`src/hw/rtl/ptd_pkg.sv`:
```
// ----------------------------------------------------------------------------
// ptd_pkg
// Types, rule patterns and helpers shared by the path traversal detector.
// ----------------------------------------------------------------------------
package ptd_pkg;

  localparam int unsigned RuleCount = 9;
  localparam int unsigned HistDepth = 9;
  localparam int unsigned WinLen    = HistDepth + 1;
  localparam int unsigned RuleW     = 4;
  localparam int unsigned PatBits   = 8 * WinLen;

  localparam logic [RuleW-1:0] RuleNone = 4'd0;
  localparam logic [RuleW-1:0] RuleMax  = 4'd9;

  typedef logic [PatBits-1:0]      pat_t;
  typedef logic [RuleCount-1:0]    mask_t;
  typedef logic [HistDepth-1:0][7:0] hist_t;
  typedef logic [WinLen-1:0][7:0]  win_t;

  typedef struct packed {
    logic [7:0] path_byte;
    logic       no_byte;
    logic       last;
  } in_t;

  typedef struct packed {
    logic             attack;
    logic [RuleW-1:0] rule_hit;
  } out_t;

  // Patterns right-justified: last character in bits [7:0].
  localparam pat_t PatText [RuleCount] = '{
    pat_t'("../"),
    pat_t'("..\\"),
    pat_t'(".env"),
    pat_t'("id_rsa"),
    pat_t'({"id_ed", "25519"}),
    pat_t'("shadow"),
    pat_t'("passwd"),
    pat_t'("sam"),
    pat_t'("system")
  };

  localparam int unsigned PatLen [RuleCount] = '{3, 3, 4, 6, 10, 6, 6, 3, 6};

  localparam logic PatFold [RuleCount] = '{1'b0, 1'b0, 1'b1, 1'b1, 1'b1,
                                           1'b1, 1'b1, 1'b1, 1'b1};

  // ASCII A-Z to a-z, everything else unchanged.
  function automatic logic [7:0] fold_case(input logic [7:0] c);
    logic [7:0] r;
    r = c;
    if (c >= 8'h41 && c <= 8'h5a) begin
      r = c + 8'h20;
    end
    return r;
  endfunction

endpackage

```
`src/hw/rtl/ptd_matcher.sv`:
```
// ----------------------------------------------------------------------------
// ptd_matcher
// Parallel compare of all rule patterns ending at the current byte.
// ----------------------------------------------------------------------------
module ptd_matcher (
  input  ptd_pkg::win_t  win_i,   // element 0 is the current byte
  output ptd_pkg::mask_t hits_o
);
  import ptd_pkg::*;

  always_comb begin
    logic [7:0] c;
    logic       ok;
    hits_o = '0;
    for (int r = 0; r < RuleCount; r++) begin
      ok = 1'b1;
      for (int d = 0; d < WinLen; d++) begin
        c = PatFold[r] ? fold_case(win_i[d]) : win_i[d];
        if (d < PatLen[r] && c != PatText[r][8*d +: 8]) begin
          ok = 1'b0;
        end
      end
      hits_o[r] = ok;
    end
  end

endmodule

```
`src/hw/rtl/ptd_report.sv`:
```
// ----------------------------------------------------------------------------
// ptd_report
// Builds the end-of-path result: any-hit flag and first rule in check order.
// ----------------------------------------------------------------------------
module ptd_report (
  input  ptd_pkg::mask_t mask_i,
  output ptd_pkg::out_t  res_o
);
  import ptd_pkg::*;

  always_comb begin
    res_o.attack   = |mask_i;
    res_o.rule_hit = RuleNone;
    // walk downward so the lowest set rule wins
    for (int r = RuleCount - 1; r >= 0; r--) begin
      if (mask_i[r]) begin
        res_o.rule_hit = RuleW'(r + 1);
      end
    end
  end

endmodule

```
`src/hw/rtl/path_traversal_detector.sv`:
```
// ----------------------------------------------------------------------------
// path_traversal_detector
// Streams path bytes, flags traversal sequences and sensitive file names.
// ----------------------------------------------------------------------------
//   channel | direction | payload          | result
//   in      | sink      | ptd_pkg::in_t    | one byte (or none) per item
//   out     | source    | ptd_pkg::out_t   | one item per path, on last
//
// One item per cycle sustained unless a last item waits on out; a byte is
// matched in the cycle after it is taken, from the single register stage
// in front of the pattern compare. A path result is registered into out_item_q.
// Reset clears the valid flags, the byte history and the hit mask.
// A stalled out only holds back last items; other items keep flowing.
module path_traversal_detector (
  input  logic           clk_i,
  input  logic           rst_ni,
  input  logic           in_valid_i,
  output logic           in_ready_o,
  input  ptd_pkg::in_t   in_item_i,
  output logic           out_valid_o,
  input  logic           out_ready_i,
  output ptd_pkg::out_t  out_item_o
);
  import ptd_pkg::*;

  logic  in_valid_q, in_valid_d;
  in_t   item_q;
  hist_t hist_q, hist_d;
  mask_t mask_q, mask_d, mask_upd;
  mask_t hits;
  logic  out_valid_q, out_valid_d;
  out_t  out_item_q, res;
  logic  out_free, advance;

  ptd_matcher u_matcher (
    .win_i  ({hist_q, item_q.path_byte}),
    .hits_o (hits)
  );

  ptd_report u_report (
    .mask_i (mask_upd),
    .res_o  (res)
  );

  always_comb begin
    out_free   = ~out_valid_q | out_ready_i;
    advance    = in_valid_q & (~item_q.last | out_free);
    in_ready_o = ~in_valid_q | advance;
    mask_upd   = item_q.no_byte ? mask_q : (mask_q | hits);

    in_valid_d = in_ready_o ? in_valid_i : in_valid_q;

    hist_d = hist_q;
    mask_d = mask_q;
    if (advance) begin
      if (item_q.last) begin
        hist_d = '0;
        mask_d = '0;
      end else if (!item_q.no_byte) begin
        hist_d = {hist_q[HistDepth-2:0], item_q.path_byte};
        mask_d = mask_upd;
      end
    end

    out_valid_d = out_valid_q;
    if (advance && item_q.last) begin
      out_valid_d = 1'b1;
    end else if (out_ready_i) begin
      out_valid_d = 1'b0;
    end
  end

  always_ff @(posedge clk_i or negedge rst_ni) begin
    if (!rst_ni) begin
      in_valid_q  <= 1'b0;
      out_valid_q <= 1'b0;
      hist_q      <= '0;
      mask_q      <= '0;
    end else begin
      in_valid_q  <= in_valid_d;
      out_valid_q <= out_valid_d;
      hist_q      <= hist_d;
      mask_q      <= mask_d;
    end
  end

  always_ff @(posedge clk_i) begin
    if (in_ready_o) begin
      item_q <= in_item_i;
    end
    if (advance && item_q.last) begin
      out_item_q <= res;
    end
  end

  assign out_valid_o = out_valid_q;
  assign out_item_o  = out_item_q;

endmodule

```
`config.mk`:
```
export PLATFORM = sky130hd
export DESIGN_NAME = path_traversal_detector
export DESIGN_NICKNAME = d
export VERILOG_FILES = /design/src/hw/rtl/ptd_pkg.sv /design/src/hw/rtl/ptd_matcher.sv /design/src/hw/rtl/ptd_report.sv /design/src/hw/rtl/path_traversal_detector.sv
export SDC_FILE = /design/constraint.sdc
export NUM_CORES = 1
export LEC_CHECK = 0
export BUFFER_PORTS_ARGS = -buffer_cell sky130_fd_sc_hd__buf_2
export CAP_MARGIN = 30
export CORE_ASPECT_RATIO = 2
export CORE_UTILIZATION = 51
export DETAILED_ROUTE_END_ITERATION = 7
export PLACE_DENSITY = 0.82
export SLEW_MARGIN = 20
export SYNTH_ARGS = -nofsm -noshare
export SYNTH_HDL_FRONTEND = slang
export SYNTH_SLANG_ARGS = --single-unit
```
`constraint.sdc`:
```
create_clock -name clk_i -period 2.7 [get_ports clk_i]
set_clock_uncertainty 0.05 [all_clocks]
set_input_delay 0.135 -clock clk_i [delete_from_list [all_inputs] [get_ports clk_i]]
set_output_delay 0.135 -clock clk_i [all_outputs]
set_load 0.02 [all_outputs]
```
# After elaboration in Yosys (flattened, before gate mapping)
# Cells that the tools add are included.
# W data, S select, Z words.
[word_totals]
ff_bits = 98
latch_bits = 0
mem_bits_rw = 0
romBits = 0
input_bits = 14
elab_cells = 186
memories = 0
[op_classes]
addsub = 10
n_mul = 0
n_div = 0
n_lt_le_gt_ge = 20
n_eq_ne = 42
n_shift = 0
muxes = 71
bitwise_logic = 8
reduce_logical = 16
[ops]
columns = ["cell", "count"]
rows = [
  ["$ne A8 B7 Y1 const B", 32],
  ["$mux W72", 2],
  ["$add A8 B6 Y8 const B", 10],
  ["$ge A8 B7 Y1 const B", 10],
  ["$le A8 B7 Y1 const B", 10],
  ["$mux W8", 10],
  ["$ne A8 B6 Y1 const B", 9],
  ["$mux W1", 48],
  ["$mux W9", 3],
  ["$mux W3", 4],
  ["$logic_and A1 B1 Y1", 11],
  ["$or A9 B9 Y9", 1],
  ["$reduce_or A9 Y1", 1],
  ["$mux W4", 2],
  ["$reduce_or A7 Y1", 1],
  ["$mux W2", 2],
  ["$not A1 Y1", 3],
  ["$or A1 B1 Y1", 3],
  ["$reduce_or A3 Y1", 1],
  ["$ne A2 B2 Y1 const B", 1],
  ["$reduce_and A2 Y1", 1],
  ["$reduce_bool A2 Y1", 1],
  ["$and A1 B1 Y1", 1],
]

# Depth between registers and ports, before layout
# Gate-level depths: netlist of the first run.
[logic_depth]
ltp_word = 24
depth_mapped = 9
ltp_nobuf = 9

# Hierarchy
# A second synthesis of the first run with hierarchy kept.
[hier_totals]
cells_unflattened = 507
area_unflattened_um2 = 5491.5
[by_module_without_submodules]
columns = ["module", "instances", "cells_each", "area_each_um2", "seq_area_each_um2"]
rows = [
  ["path_traversal_detector", 1, 328, 4235.3, 2527.4],
  ["ptd_matcher", 1, 162, 1161.1, 0.0],
  ["ptd_report", 1, 17, 95.1, 0.0],
]

# Worst setup path after synthesis of the first run
# OpenSTA, ideal clock, no wires.
[synth_path]
path_type = "reg-to-reg"
start = "register item_q[6] in the netlist's numbering"
end = "register out_item_q, in the netlist out_item_o[4], data pin"
setup_time_ps = 265
arrival_ps = 2354
t_required_ps = 2385
slack_ps = 30
stages_incl_launch_ff = 9
cell_sequence = "edfxtp_1 or4_1 o22ai_1 o31a_2 and4bb_1 nor3b_2 a21oi_2 nand4_2 or3_1"
[synth_lines]
columns = ["item", "line_no", "text"]
rows = [
  ["start, declared", "path_traversal_detector.sv:27", "in_t item_q;"],
  ["start signal, assigned", "path_traversal_detector.sv:89", "item_q <= in_item_i;"],
  ["end signal, assigned", "path_traversal_detector.sv:92", "out_item_q <= res;"],
  ["end, declared", "path_traversal_detector.sv:32", "out_t out_item_q, res;"],
]

==> flow_metrics.env, run 1 <==
export IMPL_status="finished with violations"
export IMPL_violations="negative setup slack"
export IMPL_start_kind="flip-flop"
export IMPL_grt_usage_pct=31.98
export IMPL_ys_warn_count=0
export IMPL_gp_congestion=0.9841
export IMPL_port_buffers=20
export IMPL_crit_arrival_ns=2.85
export IMPL_die_area_um2=9718
export IMPL_layout_drive_gt1_share_pct=33.65
export IMPL_syn_nets=439
export IMPL_synth_flop_cell="dfrtp_1"
export IMPL_setup_worst_path_end_class="flip-flop"
export IMPL_root_buffer="clkbuf_16"
export IMPL_synth_edf_count=15
export IMPL_yosys_cell_types_count=63
export IMPL_initial_core_util_pct=52.66
export IMPL_irDropWorstVdd_v=0.0005072
export IMPL_r2r_slack_ns=-0.11
export IMPL_fmax_mhz=356.3
export IMPL_seq_area_frac_synth_pct=53.26
export IMPL_gr_usage_met2_pct=57.03
export IMPL_multi_input_area_um2=2436
export IMPL_wl_um=14600
export IMPL_syn_cell_area_um2=4746
export IMPL_fp_dieH_um=138.4
export IMPL_worstSetupPathType="reg2reg"
export IMPL_setup_violations=4
export IMPL_antenna_cells=0
export IMPL_cts_clk_slew_worst_paths_ns=0.07
export IMPL_dr_pass1_iters=6
export IMPL_first_global_vias=4506
export IMPL_antenna_found_initial=0
export IMPL_layout_commonest_cell="buf_4"
export IMPL_area_growth_pct=33.35
export IMPL_globalRouteOverflowTotal=0
export IMPL_cp_max_fo=7
export IMPL_htreeDepth=3
export IMPL_power_density_nw_per_um2=516.8
export IMPL_grt_busiest_layer="met2"
export IMPL_grt_pass1_wl_um=23500
export IMPL_num_vias=4241
export IMPL_layout_common_cells="84 x buf_4, 80 x dfrtp_1, 73 x a22o_1"
export IMPL_ant_nets=0
export IMPL_yosys_area_top_type_share_pct=43.76
export IMPL_drcViolationCount=0
export IMPL_relSlewSlack_pct=60.12
export IMPL_ys_seq_elements=98
export IMPL_grt_start_max_net_pins=74
export IMPL_core_area_um2=9012
export IMPL_synth_top_area_cell="dfrtp_1"
export IMPL_report_final_slew_viol_count=0
export IMPL_synthCells=416
export IMPL_power_w=0.003271
export IMPL_ys_top_cells_by_area="dfrtp_1 44%, a22o_1 13%, edfxtp_1 9.5%"
export IMPL_dp_slack_ns=-0.2350
export IMPL_regArea_um2=2531
export IMPL_async_reset_ff_share_pct=84.69
export IMPL_tightest_slew_ns=0.5967
export IMPL_dp_hpwl_um=10280
export IMPL_viasPerCell=6.689
export IMPL_tns_ns=-0.3398
export IMPL_met3_usage_pct=5.466
export IMPL_rows=49
export IMPL_hold_viol=0
export IMPL_postLayoutCellArea_um2=6329
export IMPL_die_width_um=70.21
export IMPL_avgSynthCellArea_um2=11.41
export IMPL_cts_inserted_buffers=9
export IMPL_required_ns=2.74
export IMPL_layout_min_cycle_time_ns=2.807
export IMPL_io_pins=21
export IMPL_clk_path_buf_depth=2
export IMPL_max_cap_violations=0
export IMPL_first_iter_violations=388
export IMPL_cts_sinks=98
export IMPL_fin_ws_ns=-0.1070
export IMPL_wire_per_inst_um=23.02
export IMPL_hold_class="in2reg"
export IMPL_dpl_cell_area_um2=5567
export IMPL_utilization_pct=70.22
export IMPL_timing_final_crit_share_pct=104.0
export IMPL_cts_tree="done"
export IMPL_fill_cells=668
export IMPL_rsz0062_at_grt="yes"
export IMPL_leakage_nw=2.866
export IMPL_nets=550
export IMPL_clk_latency_ns=0.35
export IMPL_gr_usage_met1_pct=32.66
==> path summary, 6_finish.rpt <==
path | start | to | cells past startpoint
setup reg to reg | hist_q[3] | out_item_o[4] | 9
hold / removal | out_ready_i | out_valid_o | 3
hold reg to reg | mask_q[1] | mask_q[1] | 1
max in group asynchronous | rst_ni | hist_q[21] | 3
min in group asynchronous | rst_ni | hist_q[2] | 2
setup / recovery | hist_q[3] | out_item_o[4] | 9
==> sequential cells by signal, indices dropped and copies added, names as in the netlist <==
signal / count
hist_q: 72
in_valid_q: 1
item_q: 10
mask_q: 9
out_item_o: 5
out_valid_o: 1
==> layer usage <==
layer | share of wire, % | vias up
li1 | - | 1873
met1 | 33 | 2116
met2 | 55 | 177
met3 | 4.1 | 75
met4 | 7.1 | 0
met5 | 0 | -
==> power by group <==
group | switching (W) | leakage [nW] | total, W | internal (W)
Clock | 0.000557 | 0.130 | 0.00118 | 0.000626
Sequential | 0.0000472 | 1.30 | 0.00159 | 0.00155
Combinational | 0.000288 | 1.44 | 0.000494 | 0.000207
==> logic make-up after synthesis <==
| logic type | synth area share [%] |
|---|---|
| compound gates | 22.07 |
| buf+inv | 2.188 |
| simple gates | 19.90 |
| mux | 0.2109 |
| fa+ha+maj | 2.373 |
| flops | 53.26 |
==> worst max-delay path: stages, from the launching register on <==
cell	delay, ns
dfrtp_1	0.53
nor3_1	0.13
buf_4	0.16
and2_1	0.15
o311a_1	0.42
and4_1	0.25
a31oi_2	0.26
buf_4	0.16
nand4_2	0.12
or3_1	0.32
==> synthesized netlist by cell type (3+ instances only) <==
master and count:
nand2_1 15, dfrtp_1 83, nor4_1 7, nand4b_1 6, inv_1 7, nand3b_1 4
o21ai_0 7, a22o_1 73, a31oi_1 5, nand4_1 6, a21oi_1 9, nand3_1 6
nor2b_1 13, nor3b_1 4, nor3_1 19, a41oi_1 3, clkbuf_1 18, ha_1 9
edfxtp_1 15, a21o_1 3, nor2_1 25, nand2b_1 7, o22ai_1 3, nor4b_1 8
and2_1 4, and4b_1 3, or4_1 7
==> through the flow <==
stage	std cells	hold WS (ns)
5_1_grt	634	0.08382
2_1_floorplan	416	-0.2106
3_5_place_dp	599	0.06929
3_3_place_gp	598	0.2616
4_1_cts	627	0.06614
6_report	634	0.07055
==> repair_timing <==
item,4_1_cts,5_1_grt
buffers inserted,0,7
endpoints found under the hold margin,44,0
pin swaps,9,15
endpoints found under the setup margin,5,7
hold buffers,12,0
resized for setup,24,37
==> area by class of cell <==
type / count / share of cell area [%]
clock buffer: 10 / 3.618
timing repair buffer: 120 / 14.79
sequential: 98 / 40.00
inverter: 7 / 0.4152
multi-input combinational: 291 / 38.49
clock inverter: 6 / 0.6722
tap: 102 / 2.017
No activity file was read; power rests on OpenSTA's default activity.
==> inputs of run 2 (changes only) <==
--- a/config.mk
+++ b/config.mk
@@ -7,10 +7,13 @@
 export LEC_CHECK = 0
 export BUFFER_PORTS_ARGS = -buffer_cell sky130_fd_sc_hd__buf_2
 export CAP_MARGIN = 30
+export CELL_PAD_IN_SITES_DETAIL_PLACEMENT = 2
+export CELL_PAD_IN_SITES_GLOBAL_PLACEMENT = 2
 export CORE_ASPECT_RATIO = 2
-export CORE_UTILIZATION = 51
+export CORE_UTILIZATION = 38
 export DETAILED_ROUTE_END_ITERATION = 7
-export PLACE_DENSITY = 0.82
+export GPL_ROUTABILITY_DRIVEN = 1
+export PLACE_DENSITY = 0.87
 export SLEW_MARGIN = 20
 export SYNTH_ARGS = -nofsm -noshare
 export SYNTH_HDL_FRONTEND = slang
==> run 2 against run 1 <==
  * The flow still finishes with violations (negative setup slack)
  * Clock power up 25%
  * Routed wire length is 84% higher
  * Sequential share of layout area decreased by 3.0 points
  * Final area grew 8.1%
  * Register-to-register slack got worse by 0.48 ns
  * First-iteration DRC count rose by 5.9%
  * Global-route usage increased by 9.2 points
  * Fmax decreased by 15%
  * Sequential power hardly changed
  * Non-clock buffer count rose by 14
  * Via count is 16% higher
==> flow_metrics.env, run 2 (synthesized netlist as in run 1, its figures left out) <==
export IMPL_fp_dieH_um=160.0
export IMPL_layout_commonest_cell="buf_4"
export IMPL_layout_drive_gt1_share_pct=40.29
export IMPL_regMostFlops="hist_q"
export IMPL_cts_clk_slew_worst_paths_ns=0.08
export IMPL_multi_input_area_um2=2708
export IMPL_clk_latency_ns=0.37
export IMPL_clkPwrFrac_pct=39.4
export IMPL_max_cap_violations=0
export IMPL_critPathMaxStageDelay_ns=0.50
export IMPL_crit_arrival_ns=3.35
export IMPL_cts_sinks=98
export IMPL_nets=564
export IMPL_swShare_pct=31.32
export IMPL_internal_power_w=0.002574
export IMPL_wl_um=26840
export IMPL_setup_worst_path_end_class="flip-flop"
export IMPL_start_kind="flip-flop"
export IMPL_relSlewSlack_pct=53.75
export IMPL_path_buf_inv=2
export IMPL_grt_pass1_wl_um=36650
export IMPL_cp_max_fo=5
export IMPL_crit_slowest_cell="dfrtp_1"
export IMPL_switchingPower_w=0.001174
export IMPL_timing_final_crit_share_pct=121.7
export IMPL_gp_congestion=0.9338
export IMPL_dr_pass1_iters=7
export IMPL_setup_violations=11
export IMPL_power_frac_seq_pct=42.9
export IMPL_worstSetupPathType="reg2reg"
export IMPL_clk_path_buf_depth=2
export IMPL_cts_inserted_buffers=9
export IMPL_io_pins=21
export IMPL_htreeDepth=3
export IMPL_fin_ws_ns=-0.5870
export IMPL_port_buffers=20
export IMPL_status="finished with violations"
export IMPL_rsz0062_at_grt="yes"
export IMPL_required_ns=2.76
export IMPL_die_area_um2=12970
export IMPL_area_growth_pct=44.11
export IMPL_tightest_slew_ns=0.6744
export IMPL_wire_per_inst_um=38.68
export IMPL_drcViolationCount=0
export IMPL_p_comb_share_pct=17.7
export IMPL_layout_min_cycle_time_ns=3.287
export IMPL_violations="negative setup slack"
export IMPL_path_cells="buf_4 > nor3_2 > a221o_1 > o21a_1 > nor4_1 > a31oi_2 > and3_1 > inv_1 > or3_1"
export IMPL_irDropWorstVdd_v=0.0006710
export IMPL_first_global_vias=5538
export IMPL_leakage_nw=3.074
export IMPL_fill_cells=1121
export IMPL_first_iter_violations=411
export IMPL_largest_reg_flops=72
export IMPL_dp_hpwl_um=14260
export IMPL_die_width_um=81.02
export IMPL_fmax_mhz=304.2
export IMPL_antenna_found_initial=2
export IMPL_report_final_slew_viol_count=0
export IMPL_globalRouteOverflowTotal=0
export IMPL_grt_start_max_net_pins=84
export IMPL_root_buffer="clkbuf_16"
export IMPL_regArea_um2=2532
export IMPL_critPathTopFamily="simple AND/OR/NAND/NOR gates"
export IMPL_layout_common_cells="91 x buf_4, 79 x dfrtp_1, 73 x a22o_1"
export IMPL_grt_usage_pct=41.18
export IMPL_hold_class="in2reg"
export IMPL_ant_nets=0
export IMPL_postLayoutCellArea_um2=6839
export IMPL_power_density_nw_per_um2=547.9
export IMPL_hold_ws_ns=0.07572
export IMPL_initial_core_util_pct=39.14
export IMPL_num_vias=4936
export IMPL_dpl_cell_area_um2=5660
export IMPL_hold_viol=0
export IMPL_core_area_um2=12120
export IMPL_rows=57
export IMPL_viasPerCell=7.112
export IMPL_cts_tree="done"
export IMPL_reg_largest_list="hist_q x72, item_q x10, mask_q x9"
-- run 2: through the flow --
step / setup slack [ns] / total power (W) / util, % / instances / setup TNS [ns]
after global routing: -0.6490 / 0.003810 / 56.39 / 693 / -4.017
after CTS: -0.1704 / 0.003587 / 52.97 / 684 / -0.6709
after global placement: -0.3563 / 0.002048 / 46.69 / 650 / -1.817
final: -0.5870 / 0.003747 / 56.41 / 694 / -3.725
after floorplan: 0.03033 / 0.001817 / - / 416 / 0
after detailed placement: -0.6030 / 0.002087 / 46.69 / 650 / -3.124
-- run 2: final cells by class --
| class | count | area share, % |
|---|---|---|
| flip-flops and latches | 98 | 37.03 |
| repair buffers | 134 | 15.50 |
| well taps | 147 | 2.689 |
| clock inverters | 6 | 1.116 |
| diodes | 1 | 0.03659 |
| clock buffers | 10 | 3.659 |
| inverters | 7 | 0.3842 |
| multi-input cells | 291 | 39.59 |
-- run 2: layer usage --
metal / vias up / part of all wire [%] / track usage, %
li1: 1891 / - / -
met3: 206 / 6.4 / 10.91
met2: 345 / 50 / 68.49
met5: - / 0.045 / 0
met1: 2492 / 32 / 37.88
met4: 2 / 12 / 41.40
-- run 2: repair_timing --
| action | CTS | global route |
|---|---|---|
| endpoints found under the setup margin | 10 | 11 |
| hold endpoints to repair | 94 | 0 |
| setup buffers | 6 | 10 |
| hold buffers | 12 | 0 |
| resized for setup | 50 | 59 |
| pin swaps | 15 | 22 |
-- run 2: power groups by stage --
stage	clock network, W	logic (W)	registers [W]
6_report	0.00148	0.000662	0.00161
4_1_cts	0.00146	0.000534	0.00160
3_5_place_dp	0	0.000468	0.00162
2_1_floorplan	0	0.000195	0.00162
3_3_place_gp	0	0.000436	0.00161
5_1_grt	0.00153	0.000670	0.00161
-- run 2: worst paths after layout --
kind	startpoint	end	slack (ns)	cells past startpoint
max in group asynchronous	rst_ni	hist_q[35]	1.92	3
worst max-delay path	hist_q[19]	out_item_o[4]	-0.59	9
worst min register to register	hist_q[67]	hist_q[67]	0.48	1
min in group asynchronous	rst_ni	hist_q[4]	0.28	3
worst max register to register	hist_q[19]	out_item_o[4]	-0.59	9
worst min-delay path	out_ready_i	out_valid_o	0.08	3
-- run 2: worst min-delay path: stages --
cell      delay [ns]
buf_2           0.09
nor2b_1         0.09
nand2b_1        0.15
==> inputs of run 3 (changes only) <==
--- a/config.mk
+++ b/config.mk
@@ -5,15 +5,16 @@
 export SDC_FILE = /design/constraint.sdc
 export NUM_CORES = 1
 export LEC_CHECK = 0
+export ABC_AREA = 1
 export BUFFER_PORTS_ARGS = -buffer_cell sky130_fd_sc_hd__buf_2
 export CAP_MARGIN = 30
 export CELL_PAD_IN_SITES_DETAIL_PLACEMENT = 2
 export CELL_PAD_IN_SITES_GLOBAL_PLACEMENT = 2
 export CORE_ASPECT_RATIO = 2
-export CORE_UTILIZATION = 38
+export CORE_UTILIZATION = 34
 export DETAILED_ROUTE_END_ITERATION = 7
 export GPL_ROUTABILITY_DRIVEN = 1
-export PLACE_DENSITY = 0.87
+export PLACE_DENSITY = 0.86
 export SLEW_MARGIN = 20
 export SYNTH_ARGS = -nofsm -noshare
 export SYNTH_HDL_FRONTEND = slang
==> run 3 against run 2 <==
  * The flow still finishes with violations (negative setup slack)
  * Fmax grew 1.6%
  * Hold slack gained 0.11 ns
  * Sequential cell count is the same
==> flow_metrics.env, run 3 <==
export IMPL_antenna_found_initial=2
export IMPL_cts_sinks=98
export IMPL_dpl_cell_area_um2=5480
export IMPL_viasPerCell=5.877
export IMPL_timing_final_crit_share_pct=119.8
export IMPL_num_vias=5001
export IMPL_final_cell_count_no_fill=851
export IMPL_hold_class="in2async"
export IMPL_synth_most_common_cell="inv_1"
export IMPL_synthCells=596
export IMPL_regMostFlops="hist_q"
export IMPL_synth_flop_cell="dfrtp_1"
export IMPL_synth_commonest_cells="99 x inv_1, 83 x dfrtp_1, 81 x nand2_1"
export IMPL_synth_compound_area_share_pct=12.55
export IMPL_syn_nets=619
export IMPL_status="finished with violations"
export IMPL_port_buffers=20
export IMPL_root_buffer="clkbuf_16"
export IMPL_rows=62
export IMPL_setup_violations=8
export IMPL_die_area_um2=15260
export IMPL_largest_reg_flops=72
export IMPL_first_global_vias=5494
export IMPL_postLayoutCellArea_um2=6096
export IMPL_clk_path_buf_depth=2
export IMPL_crit_arrival_ns=3.29
export IMPL_die_width_um=87.87
export IMPL_start_kind="flip-flop"
export IMPL_synth_top_family_by_area="simple AND/OR/NAND/NOR gates"
export IMPL_seq_area_frac_synth_pct=50.41
export IMPL_r2r_cells=16
export IMPL_fmax_mhz=309.2
export IMPL_clk_latency_ns=0.38
export IMPL_cts_tree="done"
export IMPL_synth_top_area_cell="dfrtp_1"
export IMPL_synth_edf_count=15
export IMPL_yosys_cell_types_count=34
export IMPL_htreeDepth=3
export IMPL_synth_area_mux_share_pct=0
export IMPL_cp_max_fo=4
export IMPL_area_growth_pct=21.59
export IMPL_dr_pass1_iters=5
export IMPL_gp_congestion=1.038
export IMPL_ys_seq_elements=98
export IMPL_drcViolationCount=0
export IMPL_ys_top_cells_by_area="dfrtp_1 41%, edfxtp_1 9.0%, o22ai_1 8.4%"
export IMPL_core_area_um2=14350
export IMPL_grt_pass1_wl_um=31820
export IMPL_wl_um=24470
export IMPL_layout_commonest_cell="inv_1"
export IMPL_setup_worst_path_end_class="flip-flop"
export IMPL_r2r_end="out_item_o[0]"
export IMPL_hold_ws_ns=0.1817
export IMPL_reg_largest_list="hist_q x72, item_q x10, mask_q x9"
export IMPL_hold_viol=0
export IMPL_nets=676
export IMPL_power_density_nw_per_um2=566.5
export IMPL_relSlewSlack_pct=32.57
export IMPL_fp_dieH_um=173.7
export IMPL_cts_clk_slew_worst_paths_ns=0.08
export IMPL_dp_hpwl_um=14840
export IMPL_tightest_slew_ns=1.001
export IMPL_first_iter_violations=278
export IMPL_ant_nets=0
export IMPL_report_final_slew_viol_count=0
export IMPL_leakage_nw=2.600
export IMPL_worstSetupPathType="reg2reg"
export IMPL_globalRouteOverflowTotal=0
export IMPL_ys_warn_count=0
export IMPL_irDropWorstVdd_v=0.0003292
export IMPL_io_pins=21
export IMPL_utilization_pct=42.48
export IMPL_tns_ns=-2.058
export IMPL_synth_simple_area_share_pct=25.13
export IMPL_grt_start_max_net_pins=63
export IMPL_fin_ws_ns=-0.5347
export IMPL_initial_core_util_pct=34.93
export IMPL_synthAdderAreaFrac_pct=2.246
export IMPL_avgSynthCellArea_um2=8.412
export IMPL_placedCellCount=812
export IMPL_layout_drive_gt1_share_pct=20.06
export IMPL_reg2reg_from="hist_q[0]"
export IMPL_syn_cell_area_um2=5014
export IMPL_cts_inserted_buffers=9
export IMPL_max_cap_violations=0
export IMPL_synthXorXnorAreaFrac_pct=0
export IMPL_violations="negative setup slack"
export IMPL_layout_min_cycle_time_ns=3.235
export IMPL_layout_common_cells="98 x inv_1, 80 x nand2_1, 79 x dfrtp_1"
export IMPL_grt_usage_pct=28.81
export IMPL_wire_per_inst_um=28.75
export IMPL_r2r_slack_ns=-0.53
export IMPL_yosys_area_top_type_share_pct=41.43
export IMPL_required_ns=2.75
export IMPL_async_reset_ff_share_pct=84.69
[run 3: changes by cell type after synthesis, sizes merged, moves of 10 or more]
| cell | before | now |
|---|---|---|
| o22ai | 3 | 67 |
| nor2b | 13 | 0 |
| nand4 | 7 | 21 |
| a22o | 73 | 0 |
| nor2 | 25 | 72 |
| nand3 | 6 | 37 |
| o21ai | 8 | 18 |
| inv | 7 | 114 |
| nand2 | 15 | 87 |
[run 3: where the power goes]
part | leakage (nW) | total (W) | internal (W) | switching, W
logic | 1.15 | 0.000457 | 0.000133 | 0.000325
clock network | 0.149 | 0.00138 | 0.000702 | 0.000682
registers | 1.30 | 0.00161 | 0.00154 | 0.0000721
total | 2.60 | 0.00345 | 0.00237 | 0.00108
[run 3: through the flow]
step	total power, W	setup WS [ns]
final	0.003453	-0.5347
after global routing	0.003547	-0.5375
after detailed placement	0.002001	-0.05778
after global placement	0.001971	0.02201
after floorplan	0.001813	0.6720
after CTS	0.003361	0.01720
[run 3: critical path: stages (launching register included)]
cell and delay, ns:
dfrtp_1 0.59, nor3_2 0.57, nand2_1 0.14, nand2_2 0.12, nand2_1 0.11, a21oi_2 0.23, nand3_1 0.17, nor2_2 0.17
nor2_1 0.09, nand2_1 0.10, nand2_1 0.08, nand2_1 0.07, nand2_1 0.06, nand2_1 0.10, nand2_1 0.09, nand2_1 0.12
nand2_1 0.10
[run 3: layout make-up]
cell class	count	area, um2
well taps	192	240.2
repair buffers	60	480.5
clock inverters	6	53.80
inverters	114	430.4
flip-flops and latches	98	2532
clock buffers	10	250.2
diodes	1	2.502
multi-input cells	370	2106
fillers	1574	8255
[run 3: what timing repair did]
| item | 4_1_cts | 5_1_grt |
|---|---|---|
| gates resized for setup | 6 | 25 |
| hold endpoints to repair | 40 | 0 |
| pin swaps | 0 | 1 |
| setup buffers | 0 | 9 |
| setup endpoints to repair | 5 | 7 |
| hold buffers | 13 | 0 |
[run 3: kinds of logic after synthesis]
family / count (synthesis)
AND/OR/NAND/NOR: 258
buffers and inverters: 128
AO/OA/AOI/OAI: 103
flip-flops: 98
adder cells (fa/ha/maj): 9
[run 3: layer usage]
metal	track usage (%)	share of wire [%]	vias up
met3	4.905	6.8	131
met2	51.78	53	200
met5	0	0.053	-
met4	24.11	9.9	2
met1	27.04	30	2537
li1	-	-	2131
[run 3: how the worst max path moves through the flow]
stage / start / endpoint / slack, ns
2_1_floorplan: hist_q[37] / out_item_o[0] / 0.67
3_3_place_gp: hist_q[3] / out_item_o[0] / 0.02
3_5_place_dp: item_q[9] / out_item_o[3] / -0.06
4_1_cts: item_q[4] / out_item_o[0] / 0.02
5_1_grt: hist_q[0] / out_item_o[0] / -0.54
6_report: hist_q[0] / out_item_o[0] / -0.53
